$ cat src/hw/rtl/es2cal_pkg.sv
// ---------------------------------------------------------------------------
// es2cal_pkg
// Constants and helpers for the epoch seconds to calendar converter.
// ---------------------------------------------------------------------------
package es2cal_pkg;

  // seconds per day = 2^7 * 675; reciprocal of 675 scaled by 2^34 (floor)
  localparam logic [24:0] DayRecip      = 25'd25451658;
  localparam logic [16:0] SecPerDay     = 17'd86400;

  // day count is rebased to 1968-01-01 so 4-year cycles start on a leap year
  localparam logic [14:0] EpochDayOfs   = 15'd731;
  localparam logic [10:0] BaseYear      = 11'd1968;
  localparam logic [10:0] QuadDays      = 11'd1461;
  // reciprocal of 1461 scaled by 2^25 (floor)
  localparam logic [14:0] QuadRecip     = 15'd22966;

  // reciprocal of 15 scaled by 2^20 (floor); x/60 = (x>>2)/15
  localparam logic [16:0] Recip15       = 17'd69905;
  localparam logic [5:0]  Sixty         = 6'd60;

  // 1970-01-01 was a Thursday, Monday = 0
  localparam logic [2:0]  EpochWeekday  = 3'd3;
  localparam logic [2:0]  DaysPerWeek   = 3'd7;

  // day-of-year thresholds inside a 4-year cycle
  localparam logic [10:0] Year1Start    = 11'd366;
  localparam logic [10:0] Year2Start    = 11'd731;
  localparam logic [10:0] Year3Start    = 11'd1096;

  // first day of month (0-based index) within the year
  function automatic logic [8:0] month_start(input logic [3:0] mi, input logic leap);
    logic [8:0] base;
    case (mi)
      4'd0:    base = 9'd0;
      4'd1:    base = 9'd31;
      4'd2:    base = 9'd59;
      4'd3:    base = 9'd90;
      4'd4:    base = 9'd120;
      4'd5:    base = 9'd151;
      4'd6:    base = 9'd181;
      4'd7:    base = 9'd212;
      4'd8:    base = 9'd243;
      4'd9:    base = 9'd273;
      4'd10:   base = 9'd304;
      default: base = 9'd334;
    endcase
    return base + ((leap && (mi >= 4'd2)) ? 9'd1 : 9'd0);
  endfunction

endpackage

$ cat src/hw/rtl/es2cal_if.sv
// ---------------------------------------------------------------------------
// es2cal_if
// Valid/ready channels: seconds word in, calendar word out.
// ---------------------------------------------------------------------------
interface es2cal_in_if;
  logic        valid;
  logic        ready;
  logic [30:0] epoch_seconds;

  modport source (output valid, output epoch_seconds, input ready);
  modport sink   (input valid, input epoch_seconds, output ready);
endinterface

interface es2cal_out_if;
  logic        valid;
  logic        ready;
  logic [4:0]  day_of_month;
  logic [3:0]  month_number;
  logic [10:0] year_number;
  logic [2:0]  weekday;
  logic [4:0]  hour_of_day;
  logic [5:0]  minute_of_hour;
  logic [5:0]  second_of_minute;

  modport source (output valid, output day_of_month, output month_number,
                  output year_number, output weekday, output hour_of_day,
                  output minute_of_hour, output second_of_minute, input ready);
  modport sink   (input valid, input day_of_month, input month_number,
                  input year_number, input weekday, input hour_of_day,
                  input minute_of_hour, input second_of_minute, output ready);
endinterface

$ cat src/hw/rtl/epoch_seconds_to_calendar_top.sv
// ---------------------------------------------------------------------------
// epoch_seconds_to_calendar_top
// Converts seconds since 1970-01-01 00:00:00 UTC into date, weekday and time.
// ---------------------------------------------------------------------------
// A nine-stage pipeline. The accepting edge loads stage one, and the word
// then moves through stages two to nine in order; stage nine is the output
// register. One word can enter every cycle while the output is not stalled,
// so throughput is one result per clock. The stage count is set by the
// constant-reciprocal divisions (seconds per day, then days per 4-year cycle,
// then 60 for hours), which run in series: each takes a multiply stage, a
// remainder stage and a compare-and-correct stage. Each stage holds only
// while the stage after it is full and stalled, so bubbles close up and a
// stall drops or repeats nothing. No reset sweep: words are taken right
// after reset. Valid for the full 31-bit input range (1970..2038).
module epoch_seconds_to_calendar_top
  import es2cal_pkg::*;
(
  input  logic          clk_i,
  input  logic          rst_ni,
  es2cal_in_if.sink     in_i,
  es2cal_out_if.source  out_o
);

  localparam int unsigned NumStages = 9;

  // ---- stage valid bits and advance chain --------------------------------
  logic [NumStages:1] vld_q;
  logic [NumStages:1] adv;
  logic [NumStages:1] vin;

  always_comb begin
    adv[NumStages] = !vld_q[NumStages] || out_o.ready;
    for (int k = NumStages - 1; k >= 1; k--) begin
      adv[k] = !vld_q[k] || adv[k+1];
    end
  end

  assign vin        = {vld_q[NumStages-1:1], in_i.valid};
  assign in_i.ready = adv[1];

  always_ff @(posedge clk_i or negedge rst_ni) begin
    if (!rst_ni) begin
      vld_q <= '0;
    end else begin
      for (int k = 1; k <= NumStages; k++) begin
        if (adv[k]) vld_q[k] <= vin[k];
      end
    end
  end

  // ---- stage 1: seconds/128 times reciprocal of 675 ----------------------
  logic [30:0] s1_secs_q;
  logic [48:0] s1_prod_q;

  always_ff @(posedge clk_i) begin
    if (adv[1]) begin
      s1_secs_q <= in_i.epoch_seconds;
      s1_prod_q <= 49'(in_i.epoch_seconds[30:7]) * 49'(DayRecip);
    end
  end

  // ---- stage 2: day estimate and remainder -------------------------------
  logic [14:0] s2_days_d;
  logic [31:0] s2_sub;
  logic [14:0] s2_days_q;
  logic [17:0] s2_rem_q;

  assign s2_days_d = s1_prod_q[48:34];
  assign s2_sub    = 32'(s1_secs_q) - 32'(s2_days_d) * 32'(SecPerDay);

  always_ff @(posedge clk_i) begin
    if (adv[2]) begin
      s2_days_q <= s2_days_d;
      s2_rem_q  <= s2_sub[17:0];
    end
  end

  // ---- stage 3: correct the estimate (off by at most one) ----------------
  logic [14:0] s3_days_q;
  logic [16:0] s3_rem_q;

  always_ff @(posedge clk_i) begin
    if (adv[3]) begin
      if (s2_rem_q >= 18'(SecPerDay)) begin
        s3_days_q <= s2_days_q + 15'd1;
        s3_rem_q  <= 17'(s2_rem_q - 18'(SecPerDay));
      end else begin
        s3_days_q <= s2_days_q;
        s3_rem_q  <= s2_rem_q[16:0];
      end
    end
  end

  // ---- stage 4: 4-year cycle and minute products, weekday digit sum -----
  logic [14:0] s4_doff_d;
  logic [14:0] s4_wday_src;
  logic [5:0]  s4_wsum_d;
  logic [14:0] s4_doff_q;
  logic [29:0] s4_qprod_q;
  logic [31:0] s4_mprod_q;
  logic [16:0] s4_rem_q;
  logic [5:0]  s4_wsum_q;

  assign s4_doff_d   = s3_days_q + EpochDayOfs;
  assign s4_wday_src = s3_days_q + 15'(EpochWeekday);

  // 8 = 1 mod 7: summing octal digits keeps the value mod 7
  always_comb begin
    s4_wsum_d = '0;
    for (int k = 0; k < 5; k++) begin
      s4_wsum_d = s4_wsum_d + 6'(s4_wday_src[3*k +: 3]);
    end
  end

  always_ff @(posedge clk_i) begin
    if (adv[4]) begin
      s4_doff_q  <= s4_doff_d;
      s4_qprod_q <= 30'(s4_doff_d) * 30'(QuadRecip);
      s4_mprod_q <= 32'(s3_rem_q[16:2]) * 32'(Recip15);
      s4_rem_q   <= s3_rem_q;
      s4_wsum_q  <= s4_wsum_d;
    end
  end

  // ---- stage 5: cycle and minute estimates with remainders ---------------
  logic [4:0]  s5_quad_d;
  logic [15:0] s5_r4_sub;
  logic [10:0] s5_mins_d;
  logic [16:0] s5_sec_sub;
  logic [4:0]  s5_quad_q;
  logic [11:0] s5_r4_q;
  logic [10:0] s5_mins_q;
  logic [6:0]  s5_sec_q;
  logic [3:0]  s5_wfold_q;

  assign s5_quad_d  = s4_qprod_q[29:25];
  assign s5_r4_sub  = 16'(s4_doff_q) - 16'(s5_quad_d) * 16'(QuadDays);
  assign s5_mins_d  = s4_mprod_q[30:20];
  assign s5_sec_sub = s4_rem_q - 17'(s5_mins_d) * 17'(Sixty);

  always_ff @(posedge clk_i) begin
    if (adv[5]) begin
      s5_quad_q  <= s5_quad_d;
      s5_r4_q    <= s5_r4_sub[11:0];
      s5_mins_q  <= s5_mins_d;
      s5_sec_q   <= s5_sec_sub[6:0];
      s5_wfold_q <= 4'(s4_wsum_q[5:3]) + 4'(s4_wsum_q[2:0]);
    end
  end

  // ---- stage 6: corrections, weekday final -------------------------------
  logic [4:0]  s6_quad_q;
  logic [10:0] s6_r4_q;
  logic [10:0] s6_mins_q;
  logic [5:0]  s6_sec_q;
  logic [2:0]  s6_wday_q;

  always_ff @(posedge clk_i) begin
    if (adv[6]) begin
      if (s5_r4_q >= 12'(QuadDays)) begin
        s6_quad_q <= s5_quad_q + 5'd1;
        s6_r4_q   <= 11'(s5_r4_q - 12'(QuadDays));
      end else begin
        s6_quad_q <= s5_quad_q;
        s6_r4_q   <= s5_r4_q[10:0];
      end
      if (s5_sec_q >= 7'(Sixty)) begin
        s6_mins_q <= s5_mins_q + 11'd1;
        s6_sec_q  <= 6'(s5_sec_q - 7'(Sixty));
      end else begin
        s6_mins_q <= s5_mins_q;
        s6_sec_q  <= s5_sec_q[5:0];
      end
      s6_wday_q <= (s5_wfold_q >= 4'(DaysPerWeek)) ?
                   3'(s5_wfold_q - 4'(DaysPerWeek)) : s5_wfold_q[2:0];
    end
  end

  // ---- stage 7: year within cycle, day of year, hour product -------------
  logic [1:0]  s7_yc_d;
  logic [10:0] s7_ystart_d;
  logic [10:0] s7_doy_sub;
  logic [8:0]  s7_doy_q;
  logic        s7_leap_q;
  logic [10:0] s7_year_q;
  logic [25:0] s7_hprod_q;
  logic [10:0] s7_mins_q;
  logic [5:0]  s7_sec_q;
  logic [2:0]  s7_wday_q;

  // only the first year of a cycle is leap; 2000 is leap, so the simple
  // rule matches the 4/100/400 rule over the whole input range
  always_comb begin
    if (s6_r4_q >= Year3Start) begin
      s7_yc_d     = 2'd3;
      s7_ystart_d = Year3Start;
    end else if (s6_r4_q >= Year2Start) begin
      s7_yc_d     = 2'd2;
      s7_ystart_d = Year2Start;
    end else if (s6_r4_q >= Year1Start) begin
      s7_yc_d     = 2'd1;
      s7_ystart_d = Year1Start;
    end else begin
      s7_yc_d     = 2'd0;
      s7_ystart_d = '0;
    end
  end

  assign s7_doy_sub = s6_r4_q - s7_ystart_d;

  always_ff @(posedge clk_i) begin
    if (adv[7]) begin
      s7_doy_q   <= s7_doy_sub[8:0];
      s7_leap_q  <= (s7_yc_d == 2'd0);
      s7_year_q  <= BaseYear + {4'd0, s6_quad_q, 2'b00} + 11'(s7_yc_d);
      s7_hprod_q <= 26'(s6_mins_q[10:2]) * 26'(Recip15);
      s7_mins_q  <= s6_mins_q;
      s7_sec_q   <= s6_sec_q;
      s7_wday_q  <= s6_wday_q;
    end
  end

  // ---- stage 8: month index, hour estimate -------------------------------
  logic [3:0]  s8_mon_d;
  logic [4:0]  s8_hour_d;
  logic [10:0] s8_min_sub;
  logic [3:0]  s8_mon_q;
  logic [8:0]  s8_doy_q;
  logic        s8_leap_q;
  logic [10:0] s8_year_q;
  logic [4:0]  s8_hour_q;
  logic [6:0]  s8_min_q;
  logic [5:0]  s8_sec_q;
  logic [2:0]  s8_wday_q;

  // month starts are increasing, so the count of passed starts is the index
  always_comb begin
    s8_mon_d = '0;
    for (int k = 1; k < 12; k++) begin
      if (s7_doy_q >= month_start(4'(k), s7_leap_q)) s8_mon_d = s8_mon_d + 4'd1;
    end
  end

  assign s8_hour_d  = s7_hprod_q[24:20];
  assign s8_min_sub = s7_mins_q - 11'(s8_hour_d) * 11'(Sixty);

  always_ff @(posedge clk_i) begin
    if (adv[8]) begin
      s8_mon_q  <= s8_mon_d;
      s8_doy_q  <= s7_doy_q;
      s8_leap_q <= s7_leap_q;
      s8_year_q <= s7_year_q;
      s8_hour_q <= s8_hour_d;
      s8_min_q  <= s8_min_sub[6:0];
      s8_sec_q  <= s7_sec_q;
      s8_wday_q <= s7_wday_q;
    end
  end

  // ---- stage 9: day of month, hour correction, output register -----------
  logic [8:0]  s9_day_sub;
  logic [4:0]  s9_day_q;
  logic [3:0]  s9_mon_q;
  logic [10:0] s9_year_q;
  logic [2:0]  s9_wday_q;
  logic [4:0]  s9_hour_q;
  logic [5:0]  s9_min_q;
  logic [5:0]  s9_sec_q;

  assign s9_day_sub = s8_doy_q - month_start(s8_mon_q, s8_leap_q) + 9'd1;

  always_ff @(posedge clk_i) begin
    if (adv[9]) begin
      s9_day_q  <= s9_day_sub[4:0];
      s9_mon_q  <= s8_mon_q + 4'd1;
      s9_year_q <= s8_year_q;
      s9_wday_q <= s8_wday_q;
      s9_sec_q  <= s8_sec_q;
      if (s8_min_q >= 7'(Sixty)) begin
        s9_hour_q <= s8_hour_q + 5'd1;
        s9_min_q  <= 6'(s8_min_q - 7'(Sixty));
      end else begin
        s9_hour_q <= s8_hour_q;
        s9_min_q  <= s8_min_q[5:0];
      end
    end
  end

  // ---- output word -------------------------------------------------------
  assign out_o.valid            = vld_q[NumStages];
  assign out_o.day_of_month     = s9_day_q;
  assign out_o.month_number     = s9_mon_q;
  assign out_o.year_number      = s9_year_q;
  assign out_o.weekday          = s9_wday_q;
  assign out_o.hour_of_day      = s9_hour_q;
  assign out_o.minute_of_hour   = s9_min_q;
  assign out_o.second_of_minute = s9_sec_q;

endmodule

$ cat src/flat_wrapper.sv
// flat-port wrapper written by rule: the top's interface ports become plain ports
module epoch_seconds_to_calendar_top_flat import es2cal_pkg::*;
  (clk_i, rst_ni, in_i_valid, in_i_epoch_seconds, in_i_ready, out_o_valid, out_o_day_of_month, out_o_month_number, out_o_year_number, out_o_weekday, out_o_hour_of_day, out_o_minute_of_hour, out_o_second_of_minute, out_o_ready);
  es2cal_in_if in_i_i ();
  es2cal_out_if out_o_i ();
  input  logic clk_i;
  input  logic rst_ni;
  input wire logic [$bits(in_i_i.valid)-1:0] in_i_valid;
  input wire logic [$bits(in_i_i.epoch_seconds)-1:0] in_i_epoch_seconds;
  output wire logic [$bits(in_i_i.ready)-1:0] in_i_ready;
  output wire logic [$bits(out_o_i.valid)-1:0] out_o_valid;
  output wire logic [$bits(out_o_i.day_of_month)-1:0] out_o_day_of_month;
  output wire logic [$bits(out_o_i.month_number)-1:0] out_o_month_number;
  output wire logic [$bits(out_o_i.year_number)-1:0] out_o_year_number;
  output wire logic [$bits(out_o_i.weekday)-1:0] out_o_weekday;
  output wire logic [$bits(out_o_i.hour_of_day)-1:0] out_o_hour_of_day;
  output wire logic [$bits(out_o_i.minute_of_hour)-1:0] out_o_minute_of_hour;
  output wire logic [$bits(out_o_i.second_of_minute)-1:0] out_o_second_of_minute;
  input wire logic [$bits(out_o_i.ready)-1:0] out_o_ready;
  assign in_i_i.valid = in_i_valid;
  assign in_i_i.epoch_seconds = in_i_epoch_seconds;
  assign in_i_ready = in_i_i.ready;
  assign out_o_valid = out_o_i.valid;
  assign out_o_day_of_month = out_o_i.day_of_month;
  assign out_o_month_number = out_o_i.month_number;
  assign out_o_year_number = out_o_i.year_number;
  assign out_o_weekday = out_o_i.weekday;
  assign out_o_hour_of_day = out_o_i.hour_of_day;
  assign out_o_minute_of_hour = out_o_i.minute_of_hour;
  assign out_o_second_of_minute = out_o_i.second_of_minute;
  assign out_o_i.ready = out_o_ready;
  epoch_seconds_to_calendar_top u_core (.clk_i(clk_i), .rst_ni(rst_ni), .in_i(in_i_i), .out_o(out_o_i));
endmodule
$ cat config.mk
export PLATFORM = sky130hd
export DESIGN_NAME = epoch_seconds_to_calendar_top_flat
export DESIGN_NICKNAME = d
export VERILOG_FILES = /design/src/hw/rtl/es2cal_pkg.sv /design/src/hw/rtl/es2cal_if.sv /design/src/hw/rtl/epoch_seconds_to_calendar_top.sv /design/src/flat_wrapper.sv
export SDC_FILE = /design/constraint.sdc
export NUM_CORES = 1
export LEC_CHECK = 0
export BUFFER_PORTS_ARGS = -buffer_cell sky130_fd_sc_hd__buf_2
export CAP_MARGIN = 20
export CORE_ASPECT_RATIO = 0.8
export CORE_MARGIN = 1
export CORE_UTILIZATION = 51
export CTS_BUF_LIST = sky130_fd_sc_hd__clkbuf_4
export CTS_CLUSTER_SIZE = 16
export DETAILED_ROUTE_END_ITERATION = 8
export GPL_TIMING_DRIVEN = 0
export PLACE_DENSITY = 0.7
export SLEW_MARGIN = 10
export SYNTH_ARGS = -nofsm -noshare
export SYNTH_HDL_FRONTEND = slang
export SYNTH_SLANG_ARGS = --single-unit
$ cat constraint.sdc
create_clock -name clk_i -period 6.5 [get_ports clk_i]
set_input_delay 1.3 -clock clk_i [delete_from_list [all_inputs] [get_ports clk_i]]
set_output_delay 1.3 -clock clk_i [all_outputs]
set_load 0.01 [all_outputs]
# Word level (Yosys, flattened, before mapping)
# Memories as Yosys holds them, arrays and structs flattened. A register that Yosys moved wholly into a read port is not among the register bits.
# Index checks and enable logic that the tools add are counted.
[word_totals]
out_inout_bits = 42
n_memories = 1
wordCells = 177
mem_bits_ro = 144
ff_bits = 444
input_bits = 35
[memory_table]
columns = ["memory", "depth", "width", "rd", "rd_clocked_by_memory_dff", "write_ports", "line", "source"]
rows = [
  ["(no name shown)", 16, 9, 1, 1, 0, "es2cal_pkg.sv:34", "case (mi)"],
]
[op_classes]
n_mul = 8
order_cmp = 20
reduce_logical = 20
n_addsub = 47
mux = 29
[op_table]
columns = ["cell", "n"]
rows = [
  ["greater-or-equal comparator 9 bit", 10],
  ["multiplier 24 x 24 -> 48 bit (second input constant)", 1],
  ["two-way mux 4 bit", 11],
  ["adder 4 x 1 -> 4 bit (second input constant)", 10],
  ["adder 8 x 9 -> 9 bit (first input constant)", 4],
  ["multiplier 15 x 17 -> 31 bit (second input constant)", 1],
  ["multiplier 15 x 14 -> 29 bit (second input constant)", 1],
  ["adder 9 bit (first input constant)", 3],
  ["two-way mux 9 bit", 3],
  ["multiplier 9 x 17 -> 25 bit (second input constant)", 1],
  ["two-way mux 11 bit", 2],
  ["adder 6 x 3 -> 6 bit", 3],
  ["adder 7 x 9 -> 9 bit (first input constant)", 2],
  ["greater-or-equal comparator 18 x 17 -> 1 bit (second input constant)", 1],
  ["subtractor 18 bit", 1],
  ["two-way mux 17 bit", 1],
  ["subtractor 17 bit (second input constant)", 1],
  ["adder 15 x 1 -> 15 bit (second input constant)", 1],
  ["adder 15 x 10 -> 15 bit (second input constant)", 1],
  ["adder 15 x 2 -> 15 bit (second input constant)", 1],
  ["adder 5 x 1 -> 5 bit (second input constant)", 3],
  ["multiplier 15 x 10 -> 11 bit (second input constant)", 1],
  ["two-way mux 15 bit", 1],
  ["greater-or-equal comparator 7 x 6 -> 1 bit (second input constant)", 2],
  ["other kinds (33)", 58],
]

# Logic depth before layout (Yosys ltp)
[logic_depth]
depth_word = 23
ltp_mapped = 40
ltp_nobuf = 40

# Worst setup path after synthesis
# Ideal clock, no wire load.
[synth_path]
path_kind = "input to register"
startpoint = "input in_i_epoch_seconds[17]"
endpoint = "register u_core.s1_prod_q[46], data pin"
t_arrival_ns = 6.995
t_required_ns = 6.242
setup_slack_ns = -0.753
setup_ns = 0.258
path_buffers = 0
stages = 23
cell_sequence = "fa_1 ha_1 inv_1 fa_1 inv_1 fa_1 fa_1 fa_1 inv_1 fa_1 inv_1 ha_1 a21o_1 a21oi_1 nor2b_1 o31ai_1 a31oi_1 o31a_1 o21a_1 o31a_1 o21ai_0 o21ai_0 o221a_2"
[synth_between]
elab_chain_cells = 1
[synth_lines]
columns = ["element", "line", "source"]
rows = [
  ["start: declaration", "flat_wrapper.sv:9", "input wire logic [$bits(in_i_i.epoch_seconds)-1:0] in_i_epoch_seconds;"],
  ["multiplier 24 x 24 -> 48 bit", "epoch_seconds_to_calendar_top.sv:58", "s1_prod_q <= 49'(in_i.epoch_seconds[30:7]) * 49'(DayRecip);"],
  ["end signal: assignment", "epoch_seconds_to_calendar_top.sv:58", ""],
  ["end: declaration", "epoch_seconds_to_calendar_top.sv:53", "logic [48:0] s1_prod_q;"],
]
# No other way between the ends.
# A chain may end at the register's enable or synchronous reset.

# Worst setup path after layout
[layout_path]
startpoint = "input in_i_epoch_seconds[19]"
endpoint = "register u_core.s1_prod_q[46], data pin"
# The elaborated chain is that of the path after synthesis.

==> qor.txt <==
clk_lat worst skew: 0.78 ns
final setup fails: 6
fill count: 5060
Initial Utilization: 51.5%
final slew viol count: 0
post-placement cell area: 34000 um2
pin count of the biggest net entering global routing: 49
nets: 3984
P&R area growth vs syn: 14.1%
CTS tree: yes
syn nets: 3745
sequential cell area: 10300 um2
hpwl dp: 47000 um
Buf+Inv Stages, Crit Path: 7
cells on worst reg2reg path: 28
Layout Skew: 0.0522 ns
ys flop type: edfxtp_1
ranking of synthesized cells by area: edfxtp_1 31%, ha_1 25%, fa_1 17%
FF+latch count, synth: 346
Final Instance Area: 36800 um2
drt total wl: 60000 um
Syn. warnings: 0
Core Box Area: 62600 um2
Ports: 77
Final WS setup: -0.113 ns
RSZ-0062 raised after global routing: true
synth cell count leaders: 646 x ha_1, 620 x inv_1, 332 x edfxtp_1, 279 x fa_1, 149 x xnor2_1
RR Endpoint: u_core.s4_qprod_q[29]$_DFFE_PP_
Synth area leader: edfxtp_1
H-tree depth: 3
CTS Buf Count: 89
unique cell type count in the Yosys netlist: 82
antenna violations before repair: 1
routed length per instance: 15.3 um
Rows: 82
Worst Path Max Fanout: 7
final worst path period need: 6.61 ns
cell family with most CP delay: adder cells
Synth Instances: 2785
vias post-DR: 20000
critical path launch point type: input pin
die width: 283 um
status: finished, violations left
Vias/cell: 5.09
DR iter-0 viols: 717
EDFF count, synth: 332
slowest cell delay on critical path: 0.51 ns
share of synthesized flip-flops with an asynchronous set or reset: 2.60%
layout cells sized above 1: 16.0%
GRT Util Overall: 19.3%
clock sink count: 346
total grt overflow: 0
Initial DRT Pass Iterations: 5
CP Depth: 25
final hold violation count: 0
Hold Path Class: in -> async
clk root buf: clkbuf_4
most used cell, CP: fa_1
number of port buffers: 76
Setup crit end kind: flop
footprint of the multi-input gates: 20500 um2
Avg Cell Area, Syn: 11.6 um2
Synth top area share: 30.9%
max frequency: 0.151 GHz
CP Class: in -> reg
Slew Limit Headroom: 32.6%
final setup TNS: -0.440 ns
Tcrit/Tclk final: 102%
Seq/Total Area, Yosys: 31.9%
synthesized area: 32200 um2
slowest CP cell: fa_1
critical path startpoint: in_i_epoch_seconds[19]
Die Height: 227 um
Detail Route Antenna Nets: 0
Critical R2R Launch: u_core.s3_days_q[0]$_DFFE_PP_
vias in the first global route: 21200
final routed DRC violation total: 0
Worst Tran Pin Value: 1.01 ns
RD Place Congestion: 0.869
clock slew at reported path FFs: 0.07 ns
Required @ worst endpoint: 6.98 ns
Longest Clk Path Bufs: 3
first-pass GRT wire length: 101000 um
Worst setup endpoint: u_core.s1_prod_q[46]$_DFFE_PP_
most common cell in the netlist: ha_1
reg2reg setup slack: -0.09 ns
max-cap violation count: 0
failing checks: setup timing
die area: 64200 um2
crit path DAT: 7.10 ns
==> state kept, by name, indices dropped and copies added (netlist names), 12 cells and up, named ones only <==
signal / flops
u_core.s2_rem_q: 18
u_core.s1_secs_q: 18
u_core.s2_days_q: 15
u_core.s4_doff_q: 12
u_core.s3_days_q: 15
u_core.s5_r4_q: 12
u_core.s3_rem_q: 17
u_core.s1_prod_q: 15
==> cell families (layout without fill, tap and decap cells) <==
kind of cell,after synthesis,count (layout),share of synthesized area (%)
adder cells (fa/ha/maj),925,925,42.4
AND/OR/NAND/NOR,338,338,5.04
multiplexers,15,15,0.544
flip-flops,346,346,31.9
AO/OA/AOI/OAI,302,302,6.40
other,0,1,0
buffers and inverters,641,948,7.59
XOR/XNOR,218,218,6.06
==> cell usage in the layout, fill, tap and decap left out, drive strengths merged, types with 6 or more instances in the layout <==
master / netlist / layout
a211oi: 10 / 10
a21o: 48 / 48
a21oi: 84 / 84
a31o: 7 / 7
a31oi: 10 / 10
and2: 8 / 8
and3: 7 / 7
buf: 11 / 161
clkbuf: 8 / 133
clkinv: 1 / 30
dfrtp: 9 / 9
edfxtp: 332 / 332
fa: 279 / 279
ha: 646 / 646
inv: 621 / 621
mux2: 10 / 10
nand2: 97 / 97
nand2b: 26 / 26
nand3: 24 / 24
nand4: 27 / 27
nor2: 94 / 94
nor2b: 16 / 16
nor3: 14 / 14
o21a: 17 / 17
o21ai: 55 / 55
o21bai: 12 / 12
o31a: 7 / 7
o31ai: 6 / 6
or2: 7 / 7
xnor2: 150 / 150
xor2: 66 / 66
==> through the flow <==
| stage | utilization [%] | hold slack (ns) | setup slack, ns | cells |
|---|---|---|---|---|
| after global routing | 58.7 | 0.286 | -0.249 | 3933 |
| after CTS | 57.4 | 0.272 | -0.0482 | 3893 |
| final | 58.7 | 0.378 | -0.113 | 3933 |
| after floorplan | - | 0.400 | -0.369 | 2785 |
| after detailed placement | 54.3 | 0.405 | -1.29 | 3706 |
| after global placement | 54.1 | 0.402 | -2.39 | 3701 |
==> worst min-delay path by stage <==
stage / startpoint / to / slack, ns / depth (start not counted)
after floorplan: u_core.s8_sec_q[0]$_DFFE_PN_ / u_core.out_o.second_of_minute[0]$_DFFE_PP_ / 0.40 / 0
after global placement: u_core.s7_year_q[5]$_DFFE_PP_ / u_core.s8_year_q[5]$_DFFE_PN_ / 0.40 / 0
after detailed placement: u_core.s8_sec_q[4]$_DFFE_PN_ / u_core.out_o.second_of_minute[4]$_DFFE_PP_ / 0.40 / 0
after CTS: rst_ni / u_core.vld_q[9]$_DFFE_PN0P_ / 0.27 / 1
after global routing: rst_ni / u_core.vld_q[8]$_DFFE_PN0N_ / 0.29 / 1
final: rst_ni / u_core.vld_q[9]$_DFFE_PN0P_ / 0.38 / 1
==> what timing repair did <==
item	4_1_cts	5_1_grt
setup buffers	30	38
hold buffers	0	0
gates cloned	0	1
resized for setup	110	107
pin swaps	57	71
setup endpoints to repair	21	18
==> final cells by class <==
type | count | area share (%)
clock inverters | 32 | 0.524
plain buffers | 16 | 0.265
flip-flops and latches | 346 | 28.0
repair buffers | 151 | 3.49
multi-input cells | 1798 | 55.9
well taps | 840 | 2.86
clock buffers | 127 | 2.59
inverters | 622 | 6.39
diodes | 1 | 0.00681
==> routing by layer <==
layer | global-route usage (%) | vias up | share of wire (%)
met5 | 0 | - | 0
met4 | 5.86 | 0 | 1.9
met3 | 2.79 | 94 | 3.1
met2 | 34.1 | 316 | 50
met1 | 24.6 | 9758 | 45
li1 | - | 9864 | -
Power is left out: the tool's default activity adds up to more than one toggle a clock period on the data nets, which glitch-free logic cannot reach.
